$ cat src/rtl/sgdm_pkg.sv
// Shared constants, types and rounding and widening helpers for the SGD momentum update core.
package sgdm_pkg;

    localparam int DATA_W     = 32;
    localparam int COEF_W     = 18;
    localparam int DAMP_W     = 17;
    localparam int FRAC_W     = 16;
    localparam int ACC_W      = 52;
    localparam int NUM_STAGES = 8;
    localparam int CFG_IDX_W  = 3;
    localparam int CFG_DATA_W = 18;

    localparam logic [COEF_W-1:0] DEFAULT_LR = COEF_W'(66);
    localparam logic [DAMP_W-1:0] ONE_Q16    = DAMP_W'(65536);

    typedef enum logic [CFG_IDX_W-1:0] {
        REG_LEARNING_RATE = 3'd0,
        REG_DECAY_RATE    = 3'd1,
        REG_MOMENTUM      = 3'd2,
        REG_DAMPENING     = 3'd3,
        REG_NESTEROV      = 3'd4,
        REG_MAXIMIZE      = 3'd5
    } cfg_reg_e;

    // Sanitised coefficients as seen by the datapath
    typedef struct packed {
        logic [COEF_W-1:0] lr;
        logic [COEF_W-1:0] decay;
        logic [COEF_W-1:0] mom;
        logic [DAMP_W-1:0] one_minus_damp;
        logic              mom_nz;
        logic              nesterov;
        logic              maximize;
    } sgdm_cfg_t;

    // Q20.32 sum -> Q16.16, round half up, saturate to 32 bits
    function automatic logic signed [DATA_W-1:0] q_finish(input logic signed [ACC_W-1:0] sum);
        logic signed [ACC_W-1:0]        r;
        logic        [ACC_W-FRAC_W-1:0] q;
        logic                           ovf;
        r   = sum + ACC_W'(32768);
        q   = r[ACC_W-1:FRAC_W];
        ovf = !(&q[ACC_W-FRAC_W-1:DATA_W-1]) && (|q[ACC_W-FRAC_W-1:DATA_W-1]);
        if (ovf) begin
            q_finish = q[ACC_W-FRAC_W-1] ? 32'sh8000_0000 : 32'sh7FFF_FFFF;
        end else begin
            q_finish = q[DATA_W-1:0];
        end
    endfunction

    // Q16.16 value placed in the Q20.32 accumulator format
    function automatic logic signed [ACC_W-1:0] q_widen(input logic signed [DATA_W-1:0] x);
        q_widen = {{(ACC_W-DATA_W-FRAC_W){x[DATA_W-1]}}, x, {FRAC_W{1'b0}}};
    endfunction

endpackage

$ cat src/rtl/sgdm_flow.sv
// Stage valid bits and per-stage load enables for the update pipeline.
module sgdm_flow
    import sgdm_pkg::*;
(
    input  logic                  aclk,
    input  logic                  aresetn,
    input  logic                  s_valid,
    output logic                  s_ready,
    output logic                  m_valid,
    input  logic                  m_ready,
    output logic [NUM_STAGES-1:0] stage_load
);

    logic [NUM_STAGES-1:0] valid_reg;
    logic [NUM_STAGES-1:0] valid_next;

    // A stage loads when it is empty or its contents move on
    always_comb begin
        stage_load[NUM_STAGES-1] = !valid_reg[NUM_STAGES-1] || m_ready;
        for (int i = NUM_STAGES - 2; i >= 0; i--) begin
            stage_load[i] = !valid_reg[i] || stage_load[i+1];
        end
        valid_next = valid_reg;
        if (stage_load[0]) begin
            valid_next[0] = s_valid;
        end
        for (int i = 1; i < NUM_STAGES; i++) begin
            if (stage_load[i]) begin
                valid_next[i] = valid_reg[i-1];
            end
        end
    end

    always_ff @(posedge aclk) begin
        if (!aresetn) begin
            valid_reg <= '0;
        end else begin
            valid_reg <= valid_next;
        end
    end

    assign s_ready = stage_load[0];
    assign m_valid = valid_reg[NUM_STAGES-1];

endmodule

$ cat config.mk
export PLATFORM = sky130hd
export DESIGN_NAME = sgdm_flow
export DESIGN_NICKNAME = d
export VERILOG_FILES = /design/src/rtl/sgdm_pkg.sv /design/src/rtl/sgdm_flow.sv
export SDC_FILE = /design/constraint.sdc
export NUM_CORES = 1
export LEC_CHECK = 0
export BUFFER_PORTS_ARGS = -buffer_cell sky130_fd_sc_hd__buf_2
export CAP_MARGIN = 20
export CORE_AREA = 2 2 39 41
export CTS_CLUSTER_DIAMETER = 150
export DETAILED_ROUTE_END_ITERATION = 8
export DIE_AREA = 0 0 41 43
export SETUP_SLACK_MARGIN = 0.2
export SYNTH_ARGS = -nofsm -noshare
export SYNTH_HDL_FRONTEND = slang
export SYNTH_SLANG_ARGS = --single-unit
$ cat constraint.sdc
create_clock -name aclk -period 1.3 [get_ports aclk]
set_input_delay 0 -clock aclk [delete_from_list [all_inputs] [get_ports aclk]]
set_output_delay 0 -clock aclk [all_outputs]
set_load 0.03 [all_outputs]
After elaboration in Yosys (flattened, before gate mapping)
Cells that the tools add are included.
- bits of input ports: 4
- bits in latches: 0
- ROM bits: 0
- bits in writable memories: 0
- output and inout port bits: 10
- bits in registers: 8
- memories kept: 0
- magnitude comparators: 0
- multiply operators: 0
- equality and inequality tests: 0
- $add $sub $neg: 0
- muxes and demuxes: 0
- reductions and logical operators: 16
- divide/modulo/power cells: 0
- shift operators: 0
- bitwise gates (word level): 0
- operators with widths (operator ; number):
    1-bit logical NOT ; 8
    1-bit logical OR ; 8

Longest topological paths before layout
- depth in word-level cells: 9
- mapped depth: 5

Least setup slack after synthesis
Ideal clock, no wire load.
- path type: register to output
- start point: reg valid_reg[7]
- end point: out stage_load[0]
- stages on the path, launching flop included: 6
- required time: 1300 ps
- buffers on the path: 1
- arrival time: 1621 ps
- path slack: -321 ps
- path through: dfxtp_1 -> and4b_4 -> inv_2 -> nor2_2 -> nand3_1 -> buf_4
- longest elaborated chain between the ends: 9
- RTL lines (what ; RTL line ; RTL):
    from (decl) ; sgdm_flow.sv:14 ; logic [NUM_STAGES-1:0] valid_reg;
    from (signal assigned) ; sgdm_flow.sv:38 ; valid_reg <= valid_next;
    1-bit logical NOT ; sgdm_flow.sv:19 ; stage_load[NUM_STAGES-1] = !valid_reg[NUM_STAGES-1] || m_ready;
    1-bit logical OR ; sgdm_flow.sv:19 ;
    1-bit logical OR (2 in series) ; sgdm_flow.sv:21 ; stage_load[i] = !valid_reg[i] || stage_load[i+1];
    named net stage_load[5] ; sgdm_flow.sv:11 ; output logic [NUM_STAGES-1:0] stage_load
    1-bit logical OR (5 in series) ; sgdm_flow.sv:21 ;
    to (decl) ; sgdm_flow.sv:11 ;
The timed path passes the listed nets, and every way through them passes these cells.

Worst setup path after layout
- start point: reg valid_reg[6]
- end point: out stage_load[1]
- longest elaborated chain between the ends: 7
- RTL lines (what ; RTL line):
    1-bit logical NOT ; sgdm_flow.sv:21
    1-bit logical OR (6 in series) ; sgdm_flow.sv:21
Every way passes these cells.

==> results.md <==
* Core area at 1384 um2
* Fin crit share at 100.9%
* WL met1 at 332 um
* Post-DP HPWL at 484.6 um
* Initial antenna violation count at 0
* Die Ht at 43 um
* CTS tree: done
* Clock sink total at 8
* Slew HR at 86.92%
* Total CTS buffers at 3
* Total congestion overflow at 0
* Crit path cell chain: and4b_4 -> inv_4 -> nor3_4 -> inv_1 -> buf_6
* Syn nets at 41
* Worst path slowest cell: dfxtp_2
* Clock-pin slew on the worst setup and hold paths at 60 ps
* Row cnt at 14
* Critical path class: reg2out
* Instance count of the mapped netlist at 37
* Finished Core Util at 38.79%
* DR vias/cell at 4.556
* Final worst setup slack at -11.57 ps
* Worst slew pin tran at 195.9 ps
* Sequential-to-total area share from yosys stat at 47.58%
* Max FFs per register at 8
* P&R area growth vs syn at 59.48%
* Post-Syn Area per Cell at 9.097 um2
* Final Hold Viols at 0
* Pleak at 0.0002192 uW
* Min cycle time layout at 1312 ps
* Vias in the first global route at 274
* Arrival time worst endpoint at 1310 ps
* Fmax at 762.4 MHz
* Status: finished, violations left
* Final nets at 61
* PortBufs at 13
* Die area at 1763 um2
* Crit end category: primary output
* Buf/Inv on CP at 3
* Crit path max-delay family: simple AND/OR/NAND/NOR gates
* Max Root-Sink Buffers at 2
* Drt first pass iters at 4
* Drt wl/cell at 10.61 um
* Cell area power density at 910.1 nW/um2
* Synth Cell Area at 336.6 um2
* Antenna Cells at 0
* Clock Latency Late Sink at 260 ps
* Critical path's largest stage delay at 350 ps
* Final setup vio count at 3
* Clk_skew at 2.671 ps
* Met3 WL at 50 um
* Synth Warn # at 0
* Layout cells sized above 1 at 55.36%
* IO Pins at 14
* Failing checks: negative setup slack
* Routed Antenna Nets at 0
* Crit path max fanout at 4
* WP data required at 1300 ps
* Hold crit path type: in2reg
* Pin count of the biggest net entering global routing at 11
* DR vias at 328
* CTS H-tree depth at 1
* Register bit total from synthesis at 8
* Die width at 41 um
* Commonest non-fill, non-tap cell in the layout: buf_2
* Reg2reg start: valid_reg[7]$_SDFFE_PN0P_
* Commonest non-fill, non-tap cells in the layout: buf_2, o21a_1, buf_4, dfxtp_1
* Final max-slew violation count at 0
* Initial DRC count at 4
* Top layer in use: met4
* DRC viols at 0
* CP Launch Type: flip-flop
* Minimum hold slack at 49.33 ps
* RSZ-0062 raised after global routing: yes
* Max VDD drop at 0.3257 mV
* Max Cap Viol at 0
* Synth cell types at 18
* Met2 WL at 366 um
* Global placer's final weighted congestion at 0.7114
* First-pass GRT wire length at 1166 um
* Gr usage total at 10.36%
* Root Buffer: clkbuf_4
* Hold Crit Start: aresetn
* Reg area at 166.4 um2
* Area of the multi-input gates at 171.4 um2
* Fillcell total at 140
* Setup crit start: valid_reg[6]$_SDFFE_PN0P_
* Initial Util at 24.32%
* Setup TNS at -23.65 ps
* Final wirelength at 764 um
-- what timing repair did --
action / CTS / global route
resized for setup: 13 / 1
hold buffers: 1 / 0
setup buffers: 1 / 2
gates cloned: 0 / 0
pin swaps: 2 / 3
setup endpoints to repair: 7 / 9
hold endpoints to repair: 1 / 0
-- report_power, final --
group	internal [uW]	leakage, uW	switching [uW]
registers	248	0.0000669	5.97
clock network	118	0.0000150	97.4
logic	10.6	0.000137	8.15
total	377	0.000219	112
-- area by class of cell --
cell class              count  area share (%)
multi-input cells          21           31.93
flip-flops and latches      8           31.00
repair buffers             17           23.78
clock buffers               4           4.895
inverters                   6           4.662
well taps                  16           3.730
-- metrics by stage --
| step | setup WS, ps | cell area (um2) | instances | power, uW |
|---|---|---|---|---|
| finish | -11.57 | 536.8 | 72 | 488.5 |
| global route | -79.12 | 536.8 | 72 | 509.4 |
| CTS | -7.804 | 516.7 | 70 | 486.1 |
| detailed placement | 200.9 | 434.2 | 64 | 275.2 |
| global placement | 237.9 | 434.2 | 64 | 275.0 |
| floorplan | 134.0 | 364.1 | 37 | 268.4 |
-- worst register-to-register path: stages, from the launching register on --
cell and delay (ps):
dfxtp_4 340, and4b_4 210, inv_4 80, nor2_4 50, buf_4 130, buf_4 130
a22o_1 160
-- metal layers --
layer,track usage (%),up-vias
li1,-,158
met1,11.97,156
met2,14.06,12
met3,3.141,2
met4,10.00,0
met5,0,-
-- kinds of logic after synthesis --
logic type	share of synthesized area (%)
buf+inv	10.04
compound gates	17.84
flops	47.58
simple gates	24.54
-- path summary, 6_finish.rpt --
check,end,slack (ps),cells after the start
max,stage_load[1],-10,5
min,valid_reg[5]$_SDFFE_PN0P_,50,2
max reg2reg,valid_reg[0]$_SDFFE_PN0P_,100,6
min reg2reg,valid_reg[3]$_SDFFE_PN0P_,470,2
-- cell usage after synthesis --
cell	instances	area [um2]
inv_1	4	15.01
and4b_4	1	13.76
nor2b_1	1	6.260
and2b_1	1	7.510
nor2_2	1	6.260
o21ai_2	1	8.760
and3_1	1	6.260
inv_2	2	7.510
nor3_2	1	10.01
a22o_1	1	8.760
nand3_1	2	10.01
a21oi_1	1	5.000
and2_2	1	7.510
o21a_1	5	37.54
clkbuf_1	1	3.750
nand2_1	4	15.01
buf_4	1	7.510
dfxtp_1	8	160.2
No activity file was read; power rests on OpenSTA's default activity.
