[src/rtl/sgdm_pkg.sv]
// Shared constants, types and rounding and widening helpers for the SGD momentum update core.
package sgdm_pkg;

    localparam int DATA_W     = 32;
    localparam int COEF_W     = 18;
    localparam int DAMP_W     = 17;
    localparam int FRAC_W     = 16;
    localparam int ACC_W      = 52;
    localparam int NUM_STAGES = 8;
    localparam int CFG_IDX_W  = 3;
    localparam int CFG_DATA_W = 18;

    localparam logic [COEF_W-1:0] DEFAULT_LR = COEF_W'(66);
    localparam logic [DAMP_W-1:0] ONE_Q16    = DAMP_W'(65536);

    typedef enum logic [CFG_IDX_W-1:0] {
        REG_LEARNING_RATE = 3'd0,
        REG_DECAY_RATE    = 3'd1,
        REG_MOMENTUM      = 3'd2,
        REG_DAMPENING     = 3'd3,
        REG_NESTEROV      = 3'd4,
        REG_MAXIMIZE      = 3'd5
    } cfg_reg_e;

    // Sanitised coefficients as seen by the datapath
    typedef struct packed {
        logic [COEF_W-1:0] lr;
        logic [COEF_W-1:0] decay;
        logic [COEF_W-1:0] mom;
        logic [DAMP_W-1:0] one_minus_damp;
        logic              mom_nz;
        logic              nesterov;
        logic              maximize;
    } sgdm_cfg_t;

    // Q20.32 sum -> Q16.16, round half up, saturate to 32 bits
    function automatic logic signed [DATA_W-1:0] q_finish(input logic signed [ACC_W-1:0] sum);
        logic signed [ACC_W-1:0]        r;
        logic        [ACC_W-FRAC_W-1:0] q;
        logic                           ovf;
        r   = sum + ACC_W'(32768);
        q   = r[ACC_W-1:FRAC_W];
        ovf = !(&q[ACC_W-FRAC_W-1:DATA_W-1]) && (|q[ACC_W-FRAC_W-1:DATA_W-1]);
        if (ovf) begin
            q_finish = q[ACC_W-FRAC_W-1] ? 32'sh8000_0000 : 32'sh7FFF_FFFF;
        end else begin
            q_finish = q[DATA_W-1:0];
        end
    endfunction

    // Q16.16 value placed in the Q20.32 accumulator format
    function automatic logic signed [ACC_W-1:0] q_widen(input logic signed [DATA_W-1:0] x);
        q_widen = {{(ACC_W-DATA_W-FRAC_W){x[DATA_W-1]}}, x, {FRAC_W{1'b0}}};
    endfunction

endpackage

[src/rtl/sgdm_cfg_regs.sv]
// Configuration registers and coefficient sanitising for the SGD momentum update core.
module sgdm_cfg_regs
    import sgdm_pkg::*;
(
    input  logic                  aclk,
    input  logic                  aresetn,
    input  logic                  cfg_valid,
    output logic                  cfg_ready,
    input  logic [CFG_IDX_W-1:0]  cfg_index,
    input  logic [CFG_DATA_W-1:0] cfg_data,
    output sgdm_cfg_t             cfg
);

    logic [COEF_W-1:0] lr_reg;
    logic [COEF_W-1:0] decay_reg;
    logic [COEF_W-1:0] mom_reg;
    logic [DAMP_W-1:0] damp_reg;
    logic              nesterov_reg;
    logic              maximize_reg;
    logic [DAMP_W-1:0] damp_clamped;
    logic [DAMP_W-1:0] damp_used;

    assign cfg_ready = 1'b1;

    always_ff @(posedge aclk) begin
        if (!aresetn) begin
            lr_reg       <= DEFAULT_LR;
            decay_reg    <= '0;
            mom_reg      <= '0;
            damp_reg     <= '0;
            nesterov_reg <= 1'b0;
            maximize_reg <= 1'b0;
        end else if (cfg_valid) begin
            unique case (cfg_index)
                REG_LEARNING_RATE: lr_reg       <= cfg_data;
                REG_DECAY_RATE:    decay_reg    <= cfg_data;
                REG_MOMENTUM:      mom_reg      <= cfg_data;
                REG_DAMPENING:     damp_reg     <= cfg_data[DAMP_W-1:0];
                REG_NESTEROV:      nesterov_reg <= cfg_data[0];
                REG_MAXIMIZE:      maximize_reg <= cfg_data[0];
                default: ;
            endcase
        end
    end

    always_comb begin
        damp_clamped = (damp_reg > ONE_Q16) ? ONE_Q16 : damp_reg;
        // Nesterov ignores dampening
        damp_used    = nesterov_reg ? '0 : damp_clamped;

        cfg.lr             = (lr_reg == '0) ? DEFAULT_LR : lr_reg;
        cfg.decay          = decay_reg;
        cfg.mom            = mom_reg;
        cfg.one_minus_damp = ONE_Q16 - damp_used;
        cfg.mom_nz         = (mom_reg != '0);
        cfg.nesterov       = nesterov_reg && (mom_reg != '0);
        cfg.maximize       = maximize_reg;
    end

endmodule

[config.mk]
export PLATFORM = sky130hd
export DESIGN_NAME = sgdm_cfg_regs
export DESIGN_NICKNAME = d
export VERILOG_FILES = /design/src/rtl/sgdm_pkg.sv /design/src/rtl/sgdm_cfg_regs.sv
export SDC_FILE = /design/constraint.sdc
export NUM_CORES = 1
export LEC_CHECK = 0
export BUFFER_PORTS_ARGS = -buffer_cell sky130_fd_sc_hd__buf_4
export CAP_MARGIN = 20
export CORE_ASPECT_RATIO = 0.8
export CORE_MARGIN = 2
export CORE_UTILIZATION = 40
export CTS_CLUSTER_SIZE = 25
export DETAILED_ROUTE_END_ITERATION = 12
export HOLD_SLACK_MARGIN = 0.12
export SYNTH_ARGS = -nofsm -noshare
export SYNTH_HDL_FRONTEND = slang
export SYNTH_SLANG_ARGS = --single-unit
[constraint.sdc]
create_clock -name aclk -period 5.7 [get_ports aclk]
set_input_delay 1.14 -clock aclk [delete_from_list [all_inputs] [get_ports aclk]]
set_output_delay 1.14 -clock aclk [all_outputs]
set_load 0.02 [all_outputs]
# --- Yosys cells after proc, flatten, opt, wreduce, memory -nomap -nowiden ---
# Index checks and enable logic that the tools add are counted.
totals:
  ff_bits: 73
  inputBits: 24
  out_inout_bits: 75
  wordCells: 26
classes:
  add_sub_neg: 1
  n_lt_le_gt_ge: 1
  eq_ne: 5
  n_mux: 3
  reduce_logical: 10
ops:
  columns: ["op", "n"]
  rows:
  - ["two-way mux 17 bit", 2]
  - ["zero test 18 bit", 1]
  - ["two-way mux 18 bit", 1]
  - ["nonzero test 18 bit", 1]
  - ["> comparator 17 bit (second input constant)", 1]
  - ["subtractor 17 bit (first input constant)", 1]
  - ["AND reduction 2 bit", 6]
  - ["equality test 3 x 2 -> 1 bit (second input constant)", 2]
  - ["equality test 3 bit (second input constant)", 2]
  - ["equality test 3 x 1 -> 1 bit (second input constant)", 1]
  - ["zero test 3 bit", 1]
  - ["logical AND 1 bit", 1]

# --- Depth between registers and ports, before layout ---
# Gate-level depths: netlist of the first run.
depth:
  ltp_word: 4
  mapped_depth: 10
  ltp_nobuf: 9

# --- Least setup slack after synthesis of the first run ---
# OpenSTA, ideal clock, no wires.
synth_path:
  path_type: "register to output"
  start: "reg damp_reg[4]"
  end: "out cfg[17] in the netlist's numbering"
  arrival_time_ns: 2.838
  path_slack_ns: 1.722
  path_stages_with_launch: 10
  cell_sequence: "dfxtp_1 buf_6 or4_4 o41ai_4 and3_1 inv_1 ha_1 inv_1 o41ai_2 a32oi_1"
synth_rtl:
  columns: ["item", "line", "text"]
  rows:
  - ["start, declared", "sgdm_cfg_regs.sv:17", "logic [DAMP_W-1:0] damp_reg;"]
  - ["start signal, assigned", "sgdm_cfg_regs.sv:38", "REG_DAMPENING: damp_reg <= cfg_data[DAMP_W-1:0];"]
  - ["end, declared", "sgdm_cfg_regs.sv:11", "output sgdm_cfg_t cfg"]

==> out/metrics.yaml, run 1 <==
synth_edf_count: 0
cts_hold_buf: 0
viasPerCell: 5.11
die_h_um: 86.2
postSynthNetCount: 461
cp_cell_sequence: "or4_1 -> or4_4 -> a21oi_2 -> nand2_1 -> ha_1 -> inv_1 -> o41ai_2 -> a32oi_1 -> buf_4"
post-route-util_pct: 53.4
post-cts-setup-buffers: 0
grt_first_pass_wirelength_um: 14600
synth_commonest_cells: "nand2_1, dfxtp_1, a21boi_0"
yosysWarnings: 0
io_buffers: 97
wirelength_um: 9300
finClkSkew_ns: 0
reg2reg_to: "damp_reg[16]"
worst_pin_slew_ns: 0.761
worstHoldStart: "decay_reg[0]"
track_usage_pct: 20.2
min_path_type: "register to register"
drt-initial-drc-count: 107
antenna_found_initial: 0
remaining_drc_errors: 0
yosysUniqueCellTypes: 41
endpoint: "cfg[17]"
p_seq_share_pct: 46.7
ioPinCount: 99
yosys.area.top_type_share_pct: 43.3
synth-seq-cells: 73
clk_path_buf_depth: 2
cts-htree-levels: 3
startpoint: "damp_reg[9]"
row_count: 29
die_w_um: 107
power_density_mw_per_mm2: 264
wl_per_cell_um: 15.0
layout-drive-gt1-share_pct: 24.3
drv_slew: 0
vias: 3165
setup_tns_ns: 0
grt_start_max_net_pins: 74
core_mm2: 0.00806
cts_resized: 0
async_flop_share_pct: 0
drv_cap: 0
synth_seq_area_share_pct: 43.3
grt_pass1_vias: 2870
crit_slowest_cell: "or4_1"
synthCells: 436
hold_viol: 0
syn_to_final_growth_pct: 27.5
end_kind: "primary output"
cp.depth: 9
switching_share_pct: 27.3
setup.worst_path.class: "register to primary output"
avgSynthCellArea_um2: 7.74
yosys.area.top_type: "dfxtp_1"
leakage_uw: 0.00174
vdd_ir_drop_max_mv: 0.143
first_pass_iters: 4
grt_overflow: 0
synth_top_cells_by_area: "dfxtp_1, nand2_1, a21boi_0, clkbuf_1, nor2_1"
yosys_most_used_dff: "dfxtp_1"
p_sw_uw: 310
path_clk_slew_ns: 0.08
status: "completed"
rsz0062_at_grt: "false"
final-setup-viol-count: 0
root_buffer: "clkbuf_8"
worstPathArrival_ns: 3.35
yosysMostFrequentCell: "nand2_1"
globalplace.congestion: 0.869
finalCritPeriodShare_pct: 78.8
tritoncts: "built"
worst_ep_required_time_ns: 4.56
combPwrFrac_pct: 16.3
p_int_uw: 827
reg2reg_from: "damp_reg[16]"
clock_latency_ns: 0.34
critPathBufInv: 2
ff2ff_setup_slack_ns: 4.87
relSlewSlack_pct: 49.1
r2r_cells: 2
synth_area_mm2: 0.00337
insertedDiodeCount: 0
cts_buffers: 9
crit_fanout: 7
crit_path_max_incr_delay_ns: 0.66
hpwl_um: 6810
critPathTopFamily: "simple AND/OR/NAND/NOR gates"
clock_power_share_pct: 37.0
nets: 531
cp-start-kind: "register"
cts_sinks: 73
period_needed_ns: 4.49
max_freq_mhz: 223
design.die.area_mm2: 0.00919
n_fill_cell: 827
start_util_pct: 41.9
ant_nets: 0
==> power by group through the flow <==
stage / Clock (uW) / Combinational [uW] / Sequential [uW]
global placement: 0 / 185 / 543
finish: 421 / 186 / 531
global route: 450 / 200 / 533
CTS: 427 / 187 / 531
floorplan: 0 / 104 / 546
detailed placement: 0 / 186 / 543
==> worst reg2reg max path, cell delays in order, from the launching register on <==
cell	delay, ns
dfxtp_1	0.50
nand2_1	0.07
a21boi_0	0.18
==> cell type report <==
type / count / area (um2) / area share, %
clock buffers: 12 / 155 / 3.60
inverters: 4 / 15.0 / 0.349
clock inverters: 4 / 51.3 / 1.19
multi-input cells: 318 / 1730 / 40.1
well taps: 108 / 135 / 3.14
flip-flops and latches: 73 / 1460 / 34.0
repair buffers: 100 / 758 / 17.6
==> cells in the final DEF (no fill, tap or decap), types with 2 or more instances in the layout <==
cell type	n
or3_1	2
inv_1	4
nand3_1	10
o21ai_0	2
o211ai_1	2
clkbuf_8	11
a21oi_1	4
and2_1	4
mux2i_1	2
or4_4	2
or4_1	6
nor4_1	9
buf_4	98
nand4_1	3
xor2_1	2
xnor2_1	6
nor2_1	18
nor3_1	5
buf_6	2
dfxtp_1	73
a21boi_0	69
or2_2	3
and3_1	3
nor2b_1	2
nand2_1	149
==> cell families after synthesis <==
family,Yosys count,share of synthesized area (%)
AO/OA/AOI/OAI,86,19.6
XOR/XNOR,8,2.08
adder cells (fa/ha/maj),1,0.371
buffers and inverters,45,5.49
flip-flops,73,43.3
multiplexers,2,0.593
other,1,0.111
AND/OR/NAND/NOR,220,28.4
==> per-layer routing <==
metal	up-vias	track usage (%)	wire (um)
li1	1588	-	-
met1	1474	28.1	4540
met2	95	30.5	4100
met3	8	6.00	579
met4	0	5.55	82
met5	-	0	0
==> how the worst min path moves through the flow <==
stage,end,slack (ns),cells after the start
3_3_place_gp,decay_reg[9],0.45,2
2_1_floorplan,lr_reg[1],0.45,2
3_5_place_dp,decay_reg[17],0.46,2
6_report,decay_reg[0],0.47,2
4_1_cts,decay_reg[17],0.47,2
5_1_grt,decay_reg[0],0.50,2
==> through the flow <==
step	power [uW]	instances	area, um2	hold WS [ns]	setup WS [ns]
after floorplan	650	436	3370	0.447	1.72
final	1140	619	4300	0.466	1.21
after detailed placement	729	602	4090	0.458	1.61
after CTS	1140	618	4290	0.469	1.23
after global routing	1180	619	4300	0.499	1.04
after global placement	727	601	4080	0.453	1.72
No activity file was read; power rests on OpenSTA's default activity.
==> run 2, diff against run 1 <==
Settings changed: PLACE_DENSITY from default to 0.67.
Clock period 5.7 ns to 4.1 ns, I/O delays scaled along.
==> run 2 against run 1 <==
Sequential cell count unchanged; critical path type unchanged; core utilization decreased by 0.26 points; critical path depth increased by 1; combinational power increased by 40%; highest routed layer unchanged; clock power increased by 14%.
==> out/metrics.yaml, run 2 (synthesized netlist as in run 1, its figures left out) <==
tritoncts: "built"  # unchanged
p_seq_share_pct: 50.0  # was 46.7%
crit_fanout: 8  # was 7
design.die.area_mm2: 0.00919  # unchanged
wl_per_cell_um: 15.0  # about the same
reg2reg_from: "damp_reg[16]"  # unchanged
path_clk_slew_ns: 0.07  # was 0.08 ns
finClkSkew_ns: 0  # unchanged
cts_hold_buf: 0  # unchanged
grt_start_max_net_pins: 74  # unchanged
place_area_mm2: 0.00409  # about the same
layout_common_cells: "nand2_1, buf_4, dfxtp_1, a21boi_0, nor2_1"  # unchanged
hold_depth: 2  # unchanged
layout-drive-gt1-share_pct: 24.9  # was 24.3%
worstPathArrival_ns: 3.13  # was 3.35 ns
syn_to_final_growth_pct: 26.9  # was 27.5%
p_sw_uw: 421  # was 310 uW
p_int_uw: 1060  # was 827 uW
stdcell_area_mm2: 0.00428  # was 0.00430 mm2
globalplace.congestion: 0.883  # was 0.869
end_kind: "primary output"  # unchanged
worstHoldStart: "decay_reg[3]"  # was decay_reg[0]
grt_pass1_vias: 2989  # was 2,870
first_pass_iters: 4  # unchanged
die_h_um: 86.2  # unchanged
row_count: 29  # unchanged
insertedDiodeCount: 0  # unchanged
grt_overflow: 0  # unchanged
ff2ff_setup_slack_ns: 3.24  # was 4.87 ns
setup_tns_ns: 0  # unchanged
cts_resized: 1  # was 0
vdd_ir_drop_max_mv: 0.186  # was 0.143 mV
holdPathEnd: "decay_reg[3]"  # was decay_reg[0]
post-cts-setup-buffers: 0  # unchanged
clock_latency_ns: 0.34  # about the same
die_w_um: 107  # unchanged
vias: 3214  # was 3,165
hold_viol: 0  # unchanged
r2r_cells: 2  # unchanged
status: "completed"  # unchanged
cp-start-kind: "register"  # unchanged
worst_pin_slew_ns: 1.02  # was 0.761 ns
final-setup-viol-count: 0  # unchanged
setup.worst_path.class: "register to primary output"  # unchanged
clock_power_share_pct: 32.4  # was 37.0%
hpwl_um: 6840  # was 6810 um
track_usage_pct: 20.4  # was 20.2%
drv_slew: 0  # unchanged
ioPinCount: 99  # unchanged
relSlewSlack_pct: 31.7  # was 49.1%
ant_nets: 0  # unchanged
antenna_found_initial: 0  # unchanged
mostFrequentLayoutCell: "nand2_1"  # unchanged
combPwrFrac_pct: 17.6  # was 16.3%
root_buffer: "clkbuf_8"  # unchanged
cts_buffers: 9  # unchanged
viasPerCell: 5.19  # was 5.11
rsz0062_at_grt: "false"  # unchanged
remaining_drc_errors: 0  # unchanged
core_mm2: 0.00806  # unchanged
drt-initial-drc-count: 109  # was 107
cts-htree-levels: 3  # unchanged
drv_cap: 0  # unchanged
start_util_pct: 41.9  # unchanged
min_path_type: "register to register"  # unchanged
max_freq_mhz: 253
power_density_mw_per_mm2: 345  # was 264 mW/mm2
cts_sinks: 73  # unchanged
wirelength_um: 9290  # was 9300 um
nets: 531  # unchanged
finalCritPeriodShare_pct: 96.2
clk_path_buf_depth: 2  # unchanged
reg2reg_to: "damp_reg[16]"  # unchanged
leakage_uw: 0.00173  # was 0.00174 uW
worst_ep_required_time_ns: 3.28  # was 4.56 ns
switching_share_pct: 28.5  # was 27.3%
io_buffers: 97  # unchanged
grt_first_pass_wirelength_um: 14700  # was 14,600 um
period_needed_ns: 3.95
[run 2: cell types whose count changed in the layout (fill, tap and decap cells not counted), sizes merged]
cell / before / now
clkbuf: 12 / 11
clkinvlp: 1 / 0
bufinv: 1 / 0
clkinv: 2 / 5
[run 2: cell type report]
class,count,area [um2]
repair buffers,100,751
well taps,108,135
multi-input cells,318,1760
inverters,4,15.0
fillers,798,3770
clock buffers,11,131
clock inverters,5,32.5
flip-flops and latches,73,1460
[run 2: routing by layer]
layer	part of all wire, %	vias to the layer above	track usage [%]
met5	0	-	0
met4	1.1	0	4.72
met3	7.9	12	6.76
met2	44	97	31.4
met1	47	1519	27.9
li1	-	1586	-
[run 2: metrics by stage]
| step | hold slack [ns] | total power, uW | utilization (%) | setup WS (ns) | instances |
|---|---|---|---|---|---|
| floorplan | 0.447 | 903 | - | 0.442 | 436 |
| global placement | 0.453 | 1010 | 50.7 | 0.456 | 602 |
| detailed placement | 0.459 | 1010 | 50.8 | 0.363 | 603 |
| CTS | 0.470 | 1490 | 52.9 | 0.0209 | 619 |
| global route | 0.496 | 1540 | 53.2 | 0.0416 | 619 |
| finish | 0.466 | 1480 | 53.2 | 0.154 | 619 |
[run 2: power by group through the flow]
stage / Sequential (uW) / Combinational (uW) / Clock (uW)
global placement: 753 / 255 / 0
detailed placement: 754 / 257 / 0
CTS: 738 / 258 / 491
floorplan: 759 / 144 / 0
finish: 738 / 260 / 478
global route: 740 / 280 / 523
[run 2: how the worst max path moves through the flow]
| stage | start | endpoint | slack, ns |
|---|---|---|---|
| after floorplan | damp_reg[4] | cfg[17] | 0.44 |
| after global placement | damp_reg[9] | cfg[13] | 0.46 |
| after detailed placement | damp_reg[9] | cfg[13] | 0.36 |
| after CTS | damp_reg[4] | cfg[13] | 0.02 |
| after global routing | damp_reg[4] | cfg[13] | 0.04 |
| final | damp_reg[2] | cfg[13] | 0.15 |
[run 2: worst max-delay path, cell delays in order (launching register included)]
cell,delay (ns)
dfxtp_1,0.40
or4_1,0.64
or4_4,0.54
a21oi_4,0.22
nand2_1,0.08
ha_2,0.23
inv_2,0.12
o41ai_4,0.12
a21oi_1,0.15
o22ai_1,0.09
buf_4,0.18
